### src/sv/ptzf_pkg.sv
// Shared types, byte codes and speed scaling helpers for the VISCA-over-IP framer.
// No dependencies; every other file uses this package by scoped names.
`default_nettype none
package ptzf_pkg;

   // Command codes of an input transaction
   typedef enum logic [1:0] {
      CMD_CONTROL = 2'd0,
      CMD_DETACH  = 2'd1,
      CMD_RECALL  = 2'd2,
      CMD_SAVE    = 2'd3
   } cmd_type;

   // Fixed protocol bytes
   localparam logic [7:0] BYTE_ADDR      = 8'h81;
   localparam logic [7:0] BYTE_COMMAND   = 8'h01;
   localparam logic [7:0] BYTE_PANTILT   = 8'h06;
   localparam logic [7:0] BYTE_CAMERA    = 8'h04;
   localparam logic [7:0] BYTE_ZOOM      = 8'h07;
   localparam logic [7:0] BYTE_MEMORY    = 8'h3f;
   localparam logic [7:0] BYTE_EXT       = 8'h7e;
   localparam logic [7:0] BYTE_RECALL_SP = 8'h0b;
   localparam logic [7:0] BYTE_RECALL    = 8'h02;
   localparam logic [7:0] BYTE_SET       = 8'h01;
   localparam logic [7:0] BYTE_TERM      = 8'hff;
   localparam logic [7:0] BYTE_ZOOM_IN   = 8'h20;
   localparam logic [7:0] BYTE_ZOOM_OUT  = 8'h30;
   localparam logic [7:0] BYTE_DIR_LEFT  = 8'h01;
   localparam logic [7:0] BYTE_DIR_RIGHT = 8'h02;
   localparam logic [7:0] BYTE_DIR_UP    = 8'h01;
   localparam logic [7:0] BYTE_DIR_DOWN  = 8'h02;
   localparam logic [7:0] BYTE_DIR_STOP  = 8'h03;
   localparam logic [7:0] BYTE_HDR0      = 8'h01;
   localparam logic [7:0] BYTE_HDR1      = 8'h00;
   localparam logic [7:0] STICK_CENTER   = 8'd127;
   localparam logic [3:0] PRESET_SPD_MAX = 4'd8;

   localparam int PAYLOAD_MAX = 9;
   localparam int HEADER_LEN  = 8;
   localparam int JOB_DEPTH   = 2;

   localparam logic [3:0] LEN_PANTILT = 4'd9;
   localparam logic [3:0] LEN_ZOOM    = 4'd6;
   localparam logic [3:0] LEN_PRESET  = 4'd7;
   localparam logic [3:0] LEN_SPEED   = 4'd8;

   typedef struct packed {
      logic [1:0] cmd;
      logic [7:0] pan_stick;
      logic [7:0] tilt_stick;
      logic [7:0] zoom_stick;
      logic [7:0] stick_speed;
      logic [5:0] preset_number;
      logic [3:0] recall_speed;
   } req_type;

   typedef struct packed {
      logic [7:0] packet_byte;
      logic       packet_end;
      logic       item_end;
   } rsp_type;

   // One packet as the back end sends it: payload length and payload bytes
   typedef struct packed {
      logic [3:0]                        len;
      logic [0:PAYLOAD_MAX-1][7:0]       payload;
   } packet_type;

   // One classified transaction: one or two packets
   typedef struct packed {
      logic                  two;
      logic [0:1]            unused_pad;
      packet_type [0:1]      pkt;
   } job_type;

   // Distance of a stick from center, limited to 127
   function automatic logic [6:0] stick_dev(logic [7:0] v);
      logic [7:0] d;
      d = (v > STICK_CENTER) ? (v - STICK_CENTER) : (STICK_CENTER - v);
      return (d > 8'd127) ? 7'd127 : d[6:0];
   endfunction

   // d * 31 / 127, using 127 = 128 - 1 and one correction step
   function automatic logic [4:0] scale31_127(logic [6:0] d);
      logic [11:0] x;
      logic [4:0]  q;
      logic [7:0]  r;
      x = {d, 5'b0} - {5'b0, d};
      q = x[11:7];
      r = {1'b0, x[6:0]} + {3'b0, q};
      return (r >= 8'd127) ? (q + 5'd1) : q;
   endfunction

   // k * 31 / 255, using 255 = 256 - 1 and one correction step
   function automatic logic [4:0] scale31_255(logic [7:0] k);
      logic [12:0] x;
      logic [4:0]  q;
      logic [8:0]  r;
      x = {k, 5'b0} - {5'b0, k};
      q = x[12:8];
      r = {1'b0, x[7:0]} + {4'b0, q};
      return (r >= 9'd255) ? (q + 5'd1) : q;
   endfunction

   // d * 7 / 127 for the zoom speed
   function automatic logic [2:0] scale7_127(logic [6:0] d);
      logic [9:0] x;
      logic [2:0] q;
      logic [7:0] r;
      x = {d, 3'b0} - {3'b0, d};
      q = x[9:7];
      r = {1'b0, x[6:0]} + {5'b0, q};
      return (r >= 8'd127) ? (q + 3'd1) : q;
   endfunction

endpackage
`default_nettype wire

### src/sv/ptzf_front.sv
// Front end: accepts command transactions, tracks last stick values and builds
// packet payloads for the job queue. Depends on ptzf_pkg.
`default_nettype none
module ptzf_front (
   input  wire logic             clock,
   input  wire logic             reset,
   input  wire logic             req_push,
   input  wire ptzf_pkg::req_type req_data,
   input  wire logic             q_full,
   output      logic             req_full,
   output      logic             q_push,
   output      ptzf_pkg::job_type q_data
);

   logic [7:0] last_pan_ff,  last_pan_in;
   logic [7:0] last_tilt_ff, last_tilt_in;
   logic [7:0] last_zoom_ff, last_zoom_in;

   logic       accept;
   logic       pt_chg, z_chg;
   logic [5:0] lim, ps_raw, ts_raw, ps, ts;
   logic       right, up;
   logic [7:0] d1, d2, zcode;
   logic [6:0] zdev;
   logic [3:0] pspd;
   logic [7:0] ss;
   logic [7:0] pnum;
   ptzf_pkg::packet_type pt_pkt, pt_stop_pkt, z_pkt, z_stop_pkt;
   ptzf_pkg::packet_type rec_pkt, set_pkt, spd_pkt;
   ptzf_pkg::job_type    job;
   logic       has_job;

   assign req_full = q_full;
   assign accept   = req_push && !q_full;

   // Compare sticks with stored values and scale speeds
   always_comb begin
      pt_chg = (req_data.pan_stick != last_pan_ff) || (req_data.tilt_stick != last_tilt_ff);
      z_chg  = (req_data.zoom_stick != last_zoom_ff);
      lim    = {1'b0, ptzf_pkg::scale31_255(req_data.stick_speed)} + 6'd1;
      ps_raw = {1'b0, ptzf_pkg::scale31_127(ptzf_pkg::stick_dev(req_data.pan_stick))} + 6'd1;
      ts_raw = {1'b0, ptzf_pkg::scale31_127(ptzf_pkg::stick_dev(req_data.tilt_stick))} + 6'd1;
      ps     = (ps_raw > lim) ? lim : ps_raw;
      ts     = (ts_raw > lim) ? lim : ts_raw;
      right  = req_data.pan_stick > ptzf_pkg::STICK_CENTER;
      up     = req_data.tilt_stick < ptzf_pkg::STICK_CENTER;
   end

   // Pick direction codes
   always_comb begin
      priority if (ps > 6'd1 && ts > 6'd1) begin
         d1 = right ? ptzf_pkg::BYTE_DIR_RIGHT : ptzf_pkg::BYTE_DIR_LEFT;
         d2 = up ? ptzf_pkg::BYTE_DIR_UP : ptzf_pkg::BYTE_DIR_DOWN;
      end else if (ts > 6'd1) begin
         d1 = ptzf_pkg::BYTE_DIR_STOP;
         d2 = up ? ptzf_pkg::BYTE_DIR_UP : ptzf_pkg::BYTE_DIR_DOWN;
      end else if (ps > 6'd1) begin
         d1 = right ? ptzf_pkg::BYTE_DIR_RIGHT : ptzf_pkg::BYTE_DIR_LEFT;
         d2 = ptzf_pkg::BYTE_DIR_STOP;
      end else begin
         d1 = ptzf_pkg::BYTE_DIR_STOP;
         d2 = ptzf_pkg::BYTE_DIR_STOP;
      end
   end

   // Zoom code and preset save speed
   always_comb begin
      zdev = ptzf_pkg::stick_dev(req_data.zoom_stick);
      if (req_data.zoom_stick == ptzf_pkg::STICK_CENTER) begin
         zcode = 8'h00;
      end else begin
         zcode = ((req_data.zoom_stick < ptzf_pkg::STICK_CENTER) ? ptzf_pkg::BYTE_ZOOM_IN
                                                                 : ptzf_pkg::BYTE_ZOOM_OUT)
                 | {5'b0, ptzf_pkg::scale7_127(zdev)};
      end
      pspd = (req_data.recall_speed > ptzf_pkg::PRESET_SPD_MAX) ? ptzf_pkg::PRESET_SPD_MAX
                                                                : req_data.recall_speed;
      // pspd * 31 / 8 + 1
      ss   = 8'(({pspd, 5'b0} - {5'b0, pspd}) >> 3) + 8'd1;
      pnum = {2'b0, req_data.preset_number};
   end

   // Assemble the packet payloads
   always_comb begin
      pt_pkt      = '0;
      pt_pkt.len  = ptzf_pkg::LEN_PANTILT;
      pt_pkt.payload = {ptzf_pkg::BYTE_ADDR, ptzf_pkg::BYTE_COMMAND, ptzf_pkg::BYTE_PANTILT,
                        ptzf_pkg::BYTE_COMMAND, {2'b0, ps}, {2'b0, ts}, d1, d2,
                        ptzf_pkg::BYTE_TERM};
      pt_stop_pkt = pt_pkt;
      pt_stop_pkt.payload = {ptzf_pkg::BYTE_ADDR, ptzf_pkg::BYTE_COMMAND,
                             ptzf_pkg::BYTE_PANTILT, ptzf_pkg::BYTE_COMMAND, 8'h01, 8'h01,
                             ptzf_pkg::BYTE_DIR_STOP, ptzf_pkg::BYTE_DIR_STOP,
                             ptzf_pkg::BYTE_TERM};
      z_pkt       = '0;
      z_pkt.len   = ptzf_pkg::LEN_ZOOM;
      z_pkt.payload = {ptzf_pkg::BYTE_ADDR, ptzf_pkg::BYTE_COMMAND, ptzf_pkg::BYTE_CAMERA,
                       ptzf_pkg::BYTE_ZOOM, zcode, ptzf_pkg::BYTE_TERM, 8'h00, 8'h00, 8'h00};
      z_stop_pkt  = z_pkt;
      z_stop_pkt.payload[4] = 8'h00;
      rec_pkt     = '0;
      rec_pkt.len = ptzf_pkg::LEN_PRESET;
      rec_pkt.payload = {ptzf_pkg::BYTE_ADDR, ptzf_pkg::BYTE_COMMAND, ptzf_pkg::BYTE_CAMERA,
                         ptzf_pkg::BYTE_MEMORY, ptzf_pkg::BYTE_RECALL, pnum,
                         ptzf_pkg::BYTE_TERM, 8'h00, 8'h00};
      set_pkt     = rec_pkt;
      set_pkt.payload[4] = ptzf_pkg::BYTE_SET;
      spd_pkt     = '0;
      spd_pkt.len = ptzf_pkg::LEN_SPEED;
      spd_pkt.payload = {ptzf_pkg::BYTE_ADDR, ptzf_pkg::BYTE_COMMAND, ptzf_pkg::BYTE_EXT,
                         ptzf_pkg::BYTE_COMMAND, ptzf_pkg::BYTE_RECALL_SP, pnum, ss,
                         ptzf_pkg::BYTE_TERM, 8'h00};
   end

   // Classify the command into a job
   always_comb begin
      job     = '0;
      has_job = 1'b1;
      unique case (ptzf_pkg::cmd_type'(req_data.cmd))
         ptzf_pkg::CMD_CONTROL: begin
            has_job = pt_chg || z_chg;
            job.two = pt_chg && z_chg;
            job.pkt[0] = pt_chg ? pt_pkt : z_pkt;
            job.pkt[1] = z_pkt;
         end
         ptzf_pkg::CMD_DETACH: begin
            job.two    = 1'b1;
            job.pkt[0] = pt_stop_pkt;
            job.pkt[1] = z_stop_pkt;
         end
         ptzf_pkg::CMD_RECALL: begin
            job.pkt[0] = rec_pkt;
            job.pkt[1] = rec_pkt;
         end
         ptzf_pkg::CMD_SAVE: begin
            job.two    = 1'b1;
            job.pkt[0] = set_pkt;
            job.pkt[1] = spd_pkt;
         end
         default: begin
            has_job = 1'b0;
         end
      endcase
   end

   assign q_push = accept && has_job;
   assign q_data = job;

   // Update stored stick values on an accepted control update
   always_comb begin
      last_pan_in  = last_pan_ff;
      last_tilt_in = last_tilt_ff;
      last_zoom_in = last_zoom_ff;
      if (accept && req_data.cmd == ptzf_pkg::CMD_CONTROL) begin
         last_pan_in  = req_data.pan_stick;
         last_tilt_in = req_data.tilt_stick;
         last_zoom_in = req_data.zoom_stick;
      end
   end

   always_ff @(posedge clock) begin
      if (reset) begin
         last_pan_ff  <= '0;
         last_tilt_ff <= '0;
         last_zoom_ff <= '0;
      end else begin
         last_pan_ff  <= last_pan_in;
         last_tilt_ff <= last_tilt_in;
         last_zoom_ff <= last_zoom_in;
      end
   end

endmodule
`default_nettype wire

### src/sv/ptzf_job_fifo.sv
// Short job queue between the front end and the serializer.
// Depends on ptzf_pkg for the job type and depth.
`default_nettype none
module ptzf_job_fifo (
   input  wire logic              clock,
   input  wire logic              reset,
   input  wire logic              push,
   input  wire ptzf_pkg::job_type push_data,
   output      logic              full,
   input  wire logic              pop,
   output      logic              empty,
   output      ptzf_pkg::job_type pop_data
);

   localparam int PtrW = $clog2(ptzf_pkg::JOB_DEPTH);

   ptzf_pkg::job_type entry_ff [ptzf_pkg::JOB_DEPTH];
   logic [PtrW-1:0] wr_ptr_ff, wr_ptr_in;
   logic [PtrW-1:0] rd_ptr_ff, rd_ptr_in;
   logic [PtrW:0]   count_ff,  count_in;
   logic            do_push, do_pop;

   assign full     = (count_ff == (PtrW+1)'(ptzf_pkg::JOB_DEPTH));
   assign empty    = (count_ff == '0);
   assign do_push  = push && !full;
   assign do_pop   = pop && !empty;
   assign pop_data = entry_ff[rd_ptr_ff];

   // Advance pointers and occupancy
   always_comb begin
      wr_ptr_in = do_push ? (wr_ptr_ff + PtrW'(1)) : wr_ptr_ff;
      rd_ptr_in = do_pop ? (rd_ptr_ff + PtrW'(1)) : rd_ptr_ff;
      count_in  = count_ff + (PtrW+1)'(do_push) - (PtrW+1)'(do_pop);
   end

   always_ff @(posedge clock) begin
      if (reset) begin
         wr_ptr_ff <= '0;
         rd_ptr_ff <= '0;
         count_ff  <= '0;
      end else begin
         wr_ptr_ff <= wr_ptr_in;
         rd_ptr_ff <= rd_ptr_in;
         count_ff  <= count_in;
      end
   end

   // Store the pushed job
   always_ff @(posedge clock) begin
      if (do_push) begin
         entry_ff[wr_ptr_ff] <= push_data;
      end
   end

endmodule
`default_nettype wire

### src/sv/ptzf_serializer.sv
// Back end: takes jobs from the queue, adds headers with the sequence number and sends one
// byte per cycle through an output register while rsp_pop takes each byte. Depends on ptzf_pkg.
`default_nettype none
module ptzf_serializer (
   input  wire logic              clock,
   input  wire logic              reset,
   input  wire logic              q_empty,
   input  wire ptzf_pkg::job_type q_data,
   output      logic              q_pop,
   output      logic              rsp_empty,
   input  wire logic              rsp_pop,
   output      ptzf_pkg::rsp_type rsp_data
);

   ptzf_pkg::job_type job_ff, job_in;
   logic              busy_ff, busy_in;
   logic              pkt_sel_ff, pkt_sel_in;
   logic [4:0]        idx_ff, idx_in;
   logic [31:0]       seq_ff, seq_in;
   logic              out_valid_ff, out_valid_in;
   ptzf_pkg::rsp_type out_ff, out_in;

   ptzf_pkg::packet_type cur;
   logic       advance, emit, last_byte, item_last;
   logic [3:0] pidx;
   logic [7:0] pbyte, hbyte;

   assign advance   = !out_valid_ff || rsp_pop;
   assign emit      = busy_ff && advance;
   assign q_pop     = !busy_ff && !q_empty;
   assign rsp_empty = !out_valid_ff;
   assign rsp_data  = out_ff;

   // Select the current byte of header or payload
   always_comb begin
      cur       = job_ff.pkt[pkt_sel_ff];
      last_byte = (idx_ff == ({1'b0, cur.len} + 5'd7));
      item_last = last_byte && (pkt_sel_ff || !job_ff.two);
      pidx      = 4'(idx_ff - 5'd8);
      pbyte     = 8'h00;
      for (int i = 0; i < ptzf_pkg::PAYLOAD_MAX; i++) begin
         if (pidx == 4'(i)) begin
            pbyte = cur.payload[i];
         end
      end
      unique case (idx_ff[2:0])
         3'd0:    hbyte = ptzf_pkg::BYTE_HDR0;
         3'd1:    hbyte = ptzf_pkg::BYTE_HDR1;
         3'd2:    hbyte = 8'h00;
         3'd3:    hbyte = {4'b0, cur.len};
         3'd4:    hbyte = seq_ff[31:24];
         3'd5:    hbyte = seq_ff[23:16];
         3'd6:    hbyte = seq_ff[15:8];
         default: hbyte = seq_ff[7:0];
      endcase
   end

   // Load jobs, step through bytes, bump the sequence number per packet
   always_comb begin
      job_in     = job_ff;
      busy_in    = busy_ff;
      pkt_sel_in = pkt_sel_ff;
      idx_in     = idx_ff;
      seq_in     = seq_ff;
      if (q_pop) begin
         job_in     = q_data;
         busy_in    = 1'b1;
         pkt_sel_in = 1'b0;
         idx_in     = '0;
      end else if (emit) begin
         idx_in = idx_ff + 5'd1;
         if (last_byte) begin
            seq_in = seq_ff + 32'd1;
            idx_in = '0;
            if (item_last) begin
               busy_in = 1'b0;
            end else begin
               pkt_sel_in = 1'b1;
            end
         end
      end
   end

   // Output register
   always_comb begin
      out_in       = out_ff;
      out_valid_in = out_valid_ff && !rsp_pop;
      if (emit) begin
         out_valid_in       = 1'b1;
         out_in.packet_byte = (idx_ff < 5'(ptzf_pkg::HEADER_LEN)) ? hbyte : pbyte;
         out_in.packet_end  = last_byte;
         out_in.item_end    = item_last;
      end
   end

   always_ff @(posedge clock) begin
      if (reset) begin
         busy_ff      <= 1'b0;
         pkt_sel_ff   <= 1'b0;
         idx_ff       <= '0;
         seq_ff       <= '0;
         out_valid_ff <= 1'b0;
      end else begin
         busy_ff      <= busy_in;
         pkt_sel_ff   <= pkt_sel_in;
         idx_ff       <= idx_in;
         seq_ff       <= seq_in;
         out_valid_ff <= out_valid_in;
      end
   end

   always_ff @(posedge clock) begin
      job_ff <= job_in;
      out_ff <= out_in;
   end

endmodule
`default_nettype wire

### src/sv/ptz_visca_ip_command_framer.sv
// VISCA-over-IP command framer top level: front end, job queue, serializer.
// With the queue and serializer idle, an accepted command passes the job queue entry,
// the serializer job register and its output register before its first byte shows.
// Throughput: one byte per cycle while rsp_pop takes each byte; a command takes 8 + payload
// bytes per packet, and the serializer loads a job from the two-entry queue only when idle.
// Reset (synchronous, active high) clears last stick values, sequence number and queues.
// Depends on ptzf_pkg, ptzf_front, ptzf_job_fifo and ptzf_serializer.
`default_nettype none
module ptz_visca_ip_command_framer (
   input  wire logic              clock,
   input  wire logic              reset,
   input  wire logic              req_push,
   output      logic              req_full,
   input  wire ptzf_pkg::req_type req_data,
   output      logic              rsp_empty,
   input  wire logic              rsp_pop,
   output      ptzf_pkg::rsp_type rsp_data
);

   logic              q_push, q_full, q_pop, q_empty;
   ptzf_pkg::job_type q_wdata, q_rdata;

   // Classify commands
   ptzf_front u_front (
      .clock    (clock),
      .reset    (reset),
      .req_push (req_push),
      .req_data (req_data),
      .q_full   (q_full),
      .req_full (req_full),
      .q_push   (q_push),
      .q_data   (q_wdata)
   );

   // Decouple front and back
   ptzf_job_fifo u_fifo (
      .clock     (clock),
      .reset     (reset),
      .push      (q_push),
      .push_data (q_wdata),
      .full      (q_full),
      .pop       (q_pop),
      .empty     (q_empty),
      .pop_data  (q_rdata)
   );

   // Serialize packets
   ptzf_serializer u_ser (
      .clock     (clock),
      .reset     (reset),
      .q_empty   (q_empty),
      .q_data    (q_rdata),
      .q_pop     (q_pop),
      .rsp_empty (rsp_empty),
      .rsp_pop   (rsp_pop),
      .rsp_data  (rsp_data)
   );

endmodule
`default_nettype wire
### config.mk
export PLATFORM = sky130hd
export DESIGN_NAME = ptz_visca_ip_command_framer
export DESIGN_NICKNAME = d
export VERILOG_FILES = /design/src/sv/ptzf_pkg.sv /design/src/sv/ptzf_front.sv /design/src/sv/ptzf_job_fifo.sv /design/src/sv/ptzf_serializer.sv /design/src/sv/ptz_visca_ip_command_framer.sv
export SDC_FILE = /design/constraint.sdc
export NUM_CORES = 1
export LEC_CHECK = 0
export ABC_AREA = 1
export BUFFER_PORTS_ARGS = -buffer_cell sky130_fd_sc_hd__buf_2
export CORE_AREA = 2 2 206 208
export DETAILED_ROUTE_END_ITERATION = 8
export DIE_AREA = 0 0 208 210
export PLACE_DENSITY = 0.83
export SETUP_SLACK_MARGIN = 0.1
export SLEW_MARGIN = 20
export SYNTH_ARGS = -nofsm -noshare
export SYNTH_HDL_FRONTEND = slang
export SYNTH_HIERARCHICAL = 1
export SYNTH_SLANG_ARGS = --single-unit
### constraint.sdc
create_clock -name clock -period 10.25 [get_ports clock]
set_input_delay 0.5125 -clock clock [delete_from_list [all_inputs] [get_ports clock]]
set_output_delay 0.5125 -clock clock [all_outputs]
set_load 0.01 [all_outputs]
==> results of run 1 <==
## power by group through the flow
stage / clock, W / combinational [W] / sequential (W)
final: 0.00181 / 0.00172 / 0.00341
after global routing: 0.00191 / 0.00190 / 0.00346
after CTS: 0.00183 / 0.00172 / 0.00341
after detailed placement: 0 / 0.00169 / 0.00344
after global placement: 0 / 0.00163 / 0.00340
after floorplan: 0 / 0.00134 / 0.00352
## worst max-delay path by stage
stage	startpoint	to	slack, ps	cells after the start
floorplan	req_data[36]	u_fifo/entry_ff[0][0]	1720	9
global placement	req_data[27]	u_fifo/entry_ff[0][84]	3200	41
detailed placement	req_data[27]	u_fifo/entry_ff[1][84]	3020	43
CTS	req_data[27]	u_fifo/entry_ff[0][84]	3550	41
global route	req_data[27]	u_fifo/entry_ff[1][85]	2760	43
finish	req_data[27]	u_fifo/entry_ff[0][85]	3410	43
## metal layers
metal | track usage | routed length [um]
met1 | 0.3261 | 22450
met2 | 0.4586 | 28610
met3 | 0.03963 | 3807
met4 | 0.09244 | 1820
met5 | 0 | 0
## metrics by stage
stage               instances  instance area, um^2
floorplan                2598                27120
global placement         3029                26930
detailed placement       3029                26930
CTS                      3124                28540
global route             3124                28540
finish                   3125                28550
## cell type report
class	instances	area (um^2)
repair buffers	70	402.9
well taps	539	674.4
fillers	2826	12930
diodes	1	2.502
clock inverters	34	256.5
clock buffers	61	1355
flip-flops and latches	538	15470
multi-input cells	1664	9562
inverters	218	823.3
## worst max-delay path: cells and delay by family
kind / cells / cell delay [ps]
AND/OR/NAND/NOR: 20 / 2160
adder cells (fa/ha/maj): 6 / 1620
buffers and inverters: 6 / 670
AO/OA/AOI/OAI: 9 / 1860
XOR/XNOR: 2 / 410
## state kept, by name (all words and copies together), names as in the netlist, named ones only
signal                flops
u_fifo/count_ff           2
u_fifo/entry_ff         306
u_fifo/rd_ptr_ff          1
u_fifo/wr_ptr_ff          1
u_front/last_pan_ff       8
u_front/last_tilt_ff      8
u_front/last_zoom_ff      8
u_ser/busy_ff             1
u_ser/idx_ff              5
u_ser/job_ff            153
u_ser/out_valid_ff        1
u_ser/pkt_sel_ff          1
u_ser/rsp_data           10
u_ser/seq_ff             32
==> flow_metrics.tcl, run 1 <==
set metrics [dict create \
    design.portCount 60 \
    cts_sinks 538 \
    hp-class "in2reg" \
    cts-resized-gates 0 \
    p_leak_nw 11.07 \
    grtUsageTotal 0.2592 \
    die_w_um 208 \
    cts_tree "built" \
    drtPass1Iterations 7 \
    ir_drop_mv 0.3081 \
    max_slew_margin 0.3023 \
    cp_common_cell "nand2_1" \
    clkPwrFrac 0.261 \
    path_class "in2reg" \
    final_common_cell "nand2_1" \
    crit_fanout 8 \
    reg2reg_depth 12 \
    syn2layout_area_growth_pct 6.205 \
    totalWireLength_um 56680 \
    cts_htree_levels 2 \
    antenna_found_initial 0 \
    postCtsSetupBuffers 0 \
    place_congestion 0.9513 \
    grt_pass1_wl_um 90670 \
    hold_buffers 0 \
    dieArea_mm2 0.04368 \
    root_buffer "clkbuf_16" \
    setup_ws_ps 3414 \
    worstHoldPathCells 3 \
    max_freq_mhz 146.3 \
    seqPwrFrac 0.491 \
    endpoint_kind "flip-flop" \
    switching_share 0.3103 \
    port-buffer-count 59 \
    vias 17940 \
    drive_gt1_frac 0.1516 \
    maxSlewViolCount 0 \
    arrival_ps 7260 \
    mostFrequentLayoutCells "nand2_1, edfxtp_1, inv_1" \
    internal_power_w 0.004787 \
    clock_latency_ps 620 \
    viasPerCell 5.741 \
    required_ps 10670 \
    cpMaxStageDelayCell "fa_1" \
    grt_max_degree 157 \
    holdWs_ps 211.9 \
    grt-ovfl-total 0 \
    clk_pin_slew_ps 60 \
    min_period_ps 6836 \
    hpwl_um 35990 \
    setup_tns_ps 0 \
    p_comb_frac 0.248 \
    switching_power_w 0.002153 \
    rrSetupSlack_ps 5650 \
    syn_area_per_cell_um2 10.61 \
    drc 0 \
    cpPeakStageDelay_ps 380 \
    post_drt_wl_per_cell_um 18.14 \
    holdPathEnd "u_ser/out_valid_ff" \
    postSynthCellCount 2534 \
    die_h_um 210 \
    core_mm2 0.04148 \
    hold_violations 0 \
    min_from "rsp_pop" \
    timing.rr.end "u_ser/pkt_sel_ff" \
    fin_util 0.6882 \
    syn_area_mm2 0.02688 \
    power_density_mw_per_mm2 243.1 \
    clockBufferDepth 3 \
    ys_warn_count 6 \
    detail-route-antenna-nets 0 \
    final_nets 2660 \
    max_cap_violations 0 \
    dp_slack_ps 3021 \
    outcome "finished, final reports clean" \
    cp-start-kind "input pin" \
    fin_skew_ps 22.68 \
    num_rows 75 \
    start_util 0.6480 \
    finalCritPeriodShare 0.6669 \
    first_global_vias 17810 \
    rsz0062_at_grt "false" \
    worst_slew_pin_slew_ps 1047 \
    initialDrtViolationCount 1641 \
    setup_viol 0 \
    total_power_w 0.006940 \
    r2r_start "u_ser/pkt_sel_ff" \
    numCtsBuffers 52 \
]
Power figures use the tool's default switching activity.
==> inputs of run 2 (changes only) <==
Settings changed: CORE_AREA 2 2 206 208 to 2 2 218 220, DIE_AREA 0 0 208 210 to 0 0 220 222, PLACE_DENSITY 0.83 to 0.78.
Clock period 10.25 ns to 6.2 ns, I/O delays scaled along.
==> flow_metrics.tcl, run 2 (synthesized netlist as in run 1, its figures left out) <==
set metrics [dict create \
    viasPerCell 5.564 \
    fin_skew_ps 19.24 \
    grt_pass1_wl_um 91930 \
    ir_drop_mv 0.4247 \
    vias 17990 \
    dieArea_mm2 0.04884 \
    reg2reg_depth 8 \
    post_drt_wl_per_cell_um 17.88 \
    cts_sinks 538 \
    maxSlewViolCount 0 \
    die_h_um 222 \
    p_comb_frac 0.252 \
    cp_common_cell "nand2_1" \
    numCtsBuffers 53 \
    reg_top3 "u_fifo/entry_ff: 306 flops, u_ser/job_ff: 153 flops, u_ser/seq_ff: 32 flops" \
    internal_power_w 0.008060 \
    largest_register_ffs 306 \
    first_global_vias 18040 \
    layout.cells.non_filler 3233 \
    timing.rr.end "u_fifo/entry_ff[0][125]" \
    clock_latency_ps 600 \
    drc 0 \
    max_slew_margin 0.3204 \
    grtUsageTotal 0.2377 \
    min_period_ps 5741 \
    grt_max_degree 157 \
    p_leak_nw 11.30 \
    power_density_mw_per_mm2 398.7 \
    final_nets 2700 \
    drtPass1Iterations 6 \
    min_from "req_data[19]" \
    seqPwrFrac 0.487 \
    max_cap_violations 0 \
    path_class "in2reg" \
    switching_power_w 0.003564 \
    hp-class "in2reg" \
    detail-route-antenna-nets 0 \
    final_common_cell "nand2_1" \
    cts_htree_levels 2 \
    worst_slew_pin_slew_ps 1012 \
    initialDrtViolationCount 1360 \
    cp-start-kind "input pin" \
    crit_fanout 7 \
    clk_pin_slew_ps 60 \
    antenna_found_initial 3 \
    max_freq_mhz 174.2 \
    num-fill-cells 3559 \
    num_rows 79 \
    grt-ovfl-total 0 \
    die_w_um 220 \
    place_congestion 0.8881 \
    stdcell_area_mm2 0.02915 \
    design.portCount 60 \
    r2r_start "u_front/last_pan_ff[4]" \
    root_buffer "clkbuf_16" \
    switching_share 0.3066 \
    syn2layout_area_growth_pct 8.468 \
    core_mm2 0.04626 \
    clkPwrFrac 0.261 \
    outcome "finished, final reports clean" \
    place_area_mm2 0.02727 \
    start_util 0.5810 \
    regMostFlops "u_fifo/entry_ff" \
    cts_tree "built" \
    cpPeakStageDelay_ps 530 \
    hpwl_um 37950 \
    endpoint_kind "flip-flop" \
    rrSetupSlack_ps 2510 \
    holdPathEnd "u_front/last_zoom_ff[1]" \
    finalCritPeriodShare 0.9259 \
    mostFrequentLayoutCells "nand2_1, edfxtp_1, inv_1" \
    worstHoldPathCells 3 \
    totalWireLength_um 57820 \
    hold_violations 0 \
    arrival_ps 6180 \
    port-buffer-count 59 \
    setup_tns_ps 0 \
    drive_gt1_frac 0.1776 \
    dp.cells 3129 \
    required_ps 6640 \
    clockBufferDepth 3 \
    cpMaxStageDelayCell "fa_2" \
    rsz0062_at_grt "false" \
    setup_viol 0 \
]
## run 2: cell types whose count changed in the layout (fill, tap and decap cells not counted), sizes merged
| cell | previous run | this run |
|---|---|---|
| buf | 70 | 107 |
| clkinv | 30 | 28 |
| dlygate4sd3 | 0 | 2 |
| bufinv | 1 | 2 |
| clkbuf | 61 | 62 |
| clkinvlp | 4 | 3 |
| diode | 1 | 2 |
| inv | 217 | 218 |
## run 2: routing by layer
metal  routed length [um]  global-route usage  vias to the layer above  part of all wire
li1                     -                   -                     8601                 -
met1                23360              0.2985                     8638              0.40
met2                29310              0.4183                      612              0.51
met3                 3280             0.03100                      133             0.057
met4                 1853             0.08746                        4             0.032
met5                   23                   0                        -           0.00040
## run 2: final cells by class
cell class / instances / area, um^2 / share of cell area
Timing Repair Buffer: 109 / 713.2 / 0.02446
Clock buffer: 62 / 1381 / 0.04738
Clock inverter: 33 / 247.7 / 0.008498
Multi-Input combinational cell: 1664 / 9752 / 0.3345
Sequential cell: 538 / 15470 / 0.5306
Tap cell: 607 / 759.5 / 0.02605
Inverter: 218 / 825.8 / 0.02832
Antenna cell: 2 / 5.005 / 0.0001717
## run 2: power by group through the flow
stage | Sequential (W) | Combinational, W | Clock [W]
after floorplan | 0.00571 | 0.00221 | 0
after global placement | 0.00566 | 0.00274 | 0
after detailed placement | 0.00573 | 0.00284 | 0
after CTS | 0.00566 | 0.00286 | 0.00309
after global routing | 0.00575 | 0.00324 | 0.00321
final | 0.00566 | 0.00293 | 0.00303
## run 2: critical path, delay by kind of cell
| family | cells | cell delay [ps] |
|---|---|---|
| AOI/OAI and AO/OA | 7 | 820 |
| xor gates and xnor gates | 1 | 180 |
| adders and majority gates | 6 | 1680 |
| buffers and inverters | 5 | 500 |
| and+or+nand+nor | 23 | 2660 |
## run 2: repair_timing
action	CTS	global route
resized for setup	0	45
setup buffers	0	5
endpoints found under the hold margin	2	0
endpoints found under the setup margin	0	32
hold buffers	2	0
## run 2: stage by stage
step	total power [W]	setup WS [ps]	utilization	hold slack [ps]
floorplan	0.007918	176.4	-	381.2
global placement	0.008405	48.96	0.5894	453.2
detailed placement	0.008565	-242.3	0.5895	471.9
CTS	0.01162	353.3	0.6251	6.077
global route	0.01220	65.09	0.6301	39.25
finish	0.01162	459.4	0.6302	35.64
## run 2: how the worst max path moves through the flow
| stage | from | end | slack [ps] |
|---|---|---|---|
| after floorplan | req_data[26] | u_fifo/entry_ff[0][84] | 180 |
| after global placement | req_data[27] | u_fifo/entry_ff[0][85] | 50 |
| after detailed placement | req_data[34] | u_fifo/entry_ff[1][93] | -240 |
| after CTS | req_data[34] | u_fifo/entry_ff[1][93] | 350 |
| after global routing | req_data[26] | u_fifo/entry_ff[1][84] | 70 |
| final | req_data[34] | u_fifo/entry_ff[1][93] | 460 |
==> inputs of run 3 (changes only) <==
Clock period 6.2 ns to 4.9 ns, I/O delays scaled along.
==> flow_metrics.tcl, run 3 (synthesized netlist as in run 1, its figures left out) <==
set metrics [dict create \
    endpoint_kind "flip-flop" \
    vias 19120 \
    hold_violations 0 \
    fin_skew_ps 45.50 \
    switching_share 0.3122 \
    grtUsageTotal 0.2457 \
    crit_fanout 6 \
    drive_gt1_frac 0.2843 \
    start_util 0.5810 \
    startpoint "req_data[26]" \
    cp-start-kind "input pin" \
    outcome "finished with violations" \
    cts_tree "built" \
    seq_area_mm2 0.01547 \
    violations "negative setup slack" \
    max_cap_violations 0 \
    die_w_um 220 \
    design.portCount 60 \
    cts_sinks 538 \
    switching_power_w 0.004983 \
    grt_pass1_wl_um 95610 \
    finalCritPeriodShare 1.101 \
    dieArea_mm2 0.04884 \
    internal_power_w 0.01098 \
    regMostFlops "u_fifo/entry_ff" \
    first_global_vias 19270 \
    core_mm2 0.04626 \
    setup_viol 30 \
    multi_input_area_mm2 0.01059 \
    p_comb_frac 0.295 \
    cp_common_cell "ha_4" \
    clk_pin_slew_ps 60 \
    reg_top3 "u_fifo/entry_ff: 306 flops, u_ser/job_ff: 153 flops, u_ser/seq_ff: 32 flops" \
    cts_htree_levels 2 \
    place_congestion 0.8924 \
    rrSetupSlack_ps 1600 \
    die_h_um 222 \
    grt-ovfl-total 0 \
    syn2layout_area_growth_pct 18.14 \
    detail-route-antenna-nets 0 \
    port-buffer-count 59 \
    grt_max_degree 157 \
    min_period_ps 5393 \
    clock_latency_ps 620 \
    hp-class "in2reg" \
    dp.cells 3285 \
    num_rows 79 \
    viasPerCell 5.566 \
    drc 0 \
    setup_ws_ps -493.2 \
    largest_register_ffs 306 \
    totalWireLength_um 61250 \
    reg2reg_depth 11 \
    worstHoldPathCells 3 \
    final_common_cell "nand2_1" \
    num-fill-cells 3219 \
    clkPwrFrac 0.257 \
    num_antenna_cells 0 \
    cpPeakStageDelay_ps 430 \
    final_nets 2900 \
    initialDrtViolationCount 1494 \
    power_density_mw_per_mm2 502.6 \
    rsz0062_at_grt "true" \
    mostFrequentLayoutCells "nand2_1, edfxtp_1, buf_4" \
    required_ps 5330 \
    seqPwrFrac 0.448 \
    post_drt_wl_per_cell_um 17.83 \
    worst_slew_pin_slew_ps 970.2 \
    r2r_start "u_ser/pkt_sel_ff" \
    max_freq_mhz 185.4 \
    cpMaxStageDelayCell "fa_2" \
    ir_drop_mv 0.5258 \
    antenna_found_initial 3 \
    max_slew_margin 0.3508 \
    drtPass1Iterations 5 \
    root_buffer "clkbuf_16" \
    dp_slack_ps -1154 \
    arrival_ps 5820 \
    path_class "in2reg" \
    maxSlewViolCount 0 \
    min_from "req_data[7]" \
    hpwl_um 37850 \
    layout.cells.non_filler 3435 \
    p_leak_nw 12.50 \
    total_power_w 0.01596 \
    clockBufferDepth 3 \
    numCtsBuffers 52 \
]
[run 3: cell types whose count changed in the layout (fill, tap and decap cells not counted), sizes merged]
cell,change
clkinvlp,-2
bufinv,+5
clkbuf,+2
diode,-2
dlygate4sd3,+8
clkinv,-2
buf,+193
[run 3: per-layer routing]
layer  global-route usage  share of wire
met3              0.03416          0.058
met1               0.3055           0.40
met5                    0        0.00056
met4              0.09439          0.037
met2               0.4321           0.51
[run 3: power by group through the flow]
stage	logic (W)	clock network [W]	registers, W
final	0.00471	0.00410	0.00715
after global routing	0.00511	0.00434	0.00727
after CTS	0.00429	0.00414	0.00716
after detailed placement	0.00393	0	0.00722
after global placement	0.00378	0	0.00715
after floorplan	0.00285	0	0.00715
[run 3: final timing paths]
check / to
worst min-delay path: u_fifo/entry_ff[1][103]
worst min register to register: u_ser/seq_ff[31]
worst max-delay path: u_fifo/entry_ff[0][85]
worst max register to register: u_ser/seq_ff[12]
[run 3: what timing repair did]
| action | in CTS | in global routing |
|---|---|---|
| hold buffers | 10 | 0 |
| setup endpoints to repair | 32 | 38 |
| gates resized for setup | 97 | 134 |
| hold endpoints to repair | 15 | 0 |
| buffers inserted | 30 | 15 |
| pin swaps | 77 | 108 |
[run 3: stage by stage]
stage                 util  hold slack [ps]  area, um^2  setup TNS, ps
CTS                 0.6719            1.323       31080          -1723
floorplan                -            316.2       27330          -8183
global route        0.6864            27.33       31750         -14790
finish              0.6864            30.22       31750          -6220
global placement    0.6195            453.8       28660         -22240
detailed placement  0.6195            467.7       28660         -30840
[run 3: layout make-up]
class | instances | area share
repair buffers | 310 | 0.07408
flip-flops and latches | 538 | 0.4872
clock inverters | 34 | 0.01277
well taps | 607 | 0.02392
multi-input cells | 1664 | 0.3335
clock buffers | 64 | 0.04240
inverters | 218 | 0.02616
[run 3: worst max-delay path: cells and delay by family]
kind	cells	cell delay, ps
adders and majority gates	6	1470
and+or+nand+nor	20	2210
xor gates and xnor gates	2	260
AOI/OAI and AO/OA	9	1310
buffers and inverters	5	350
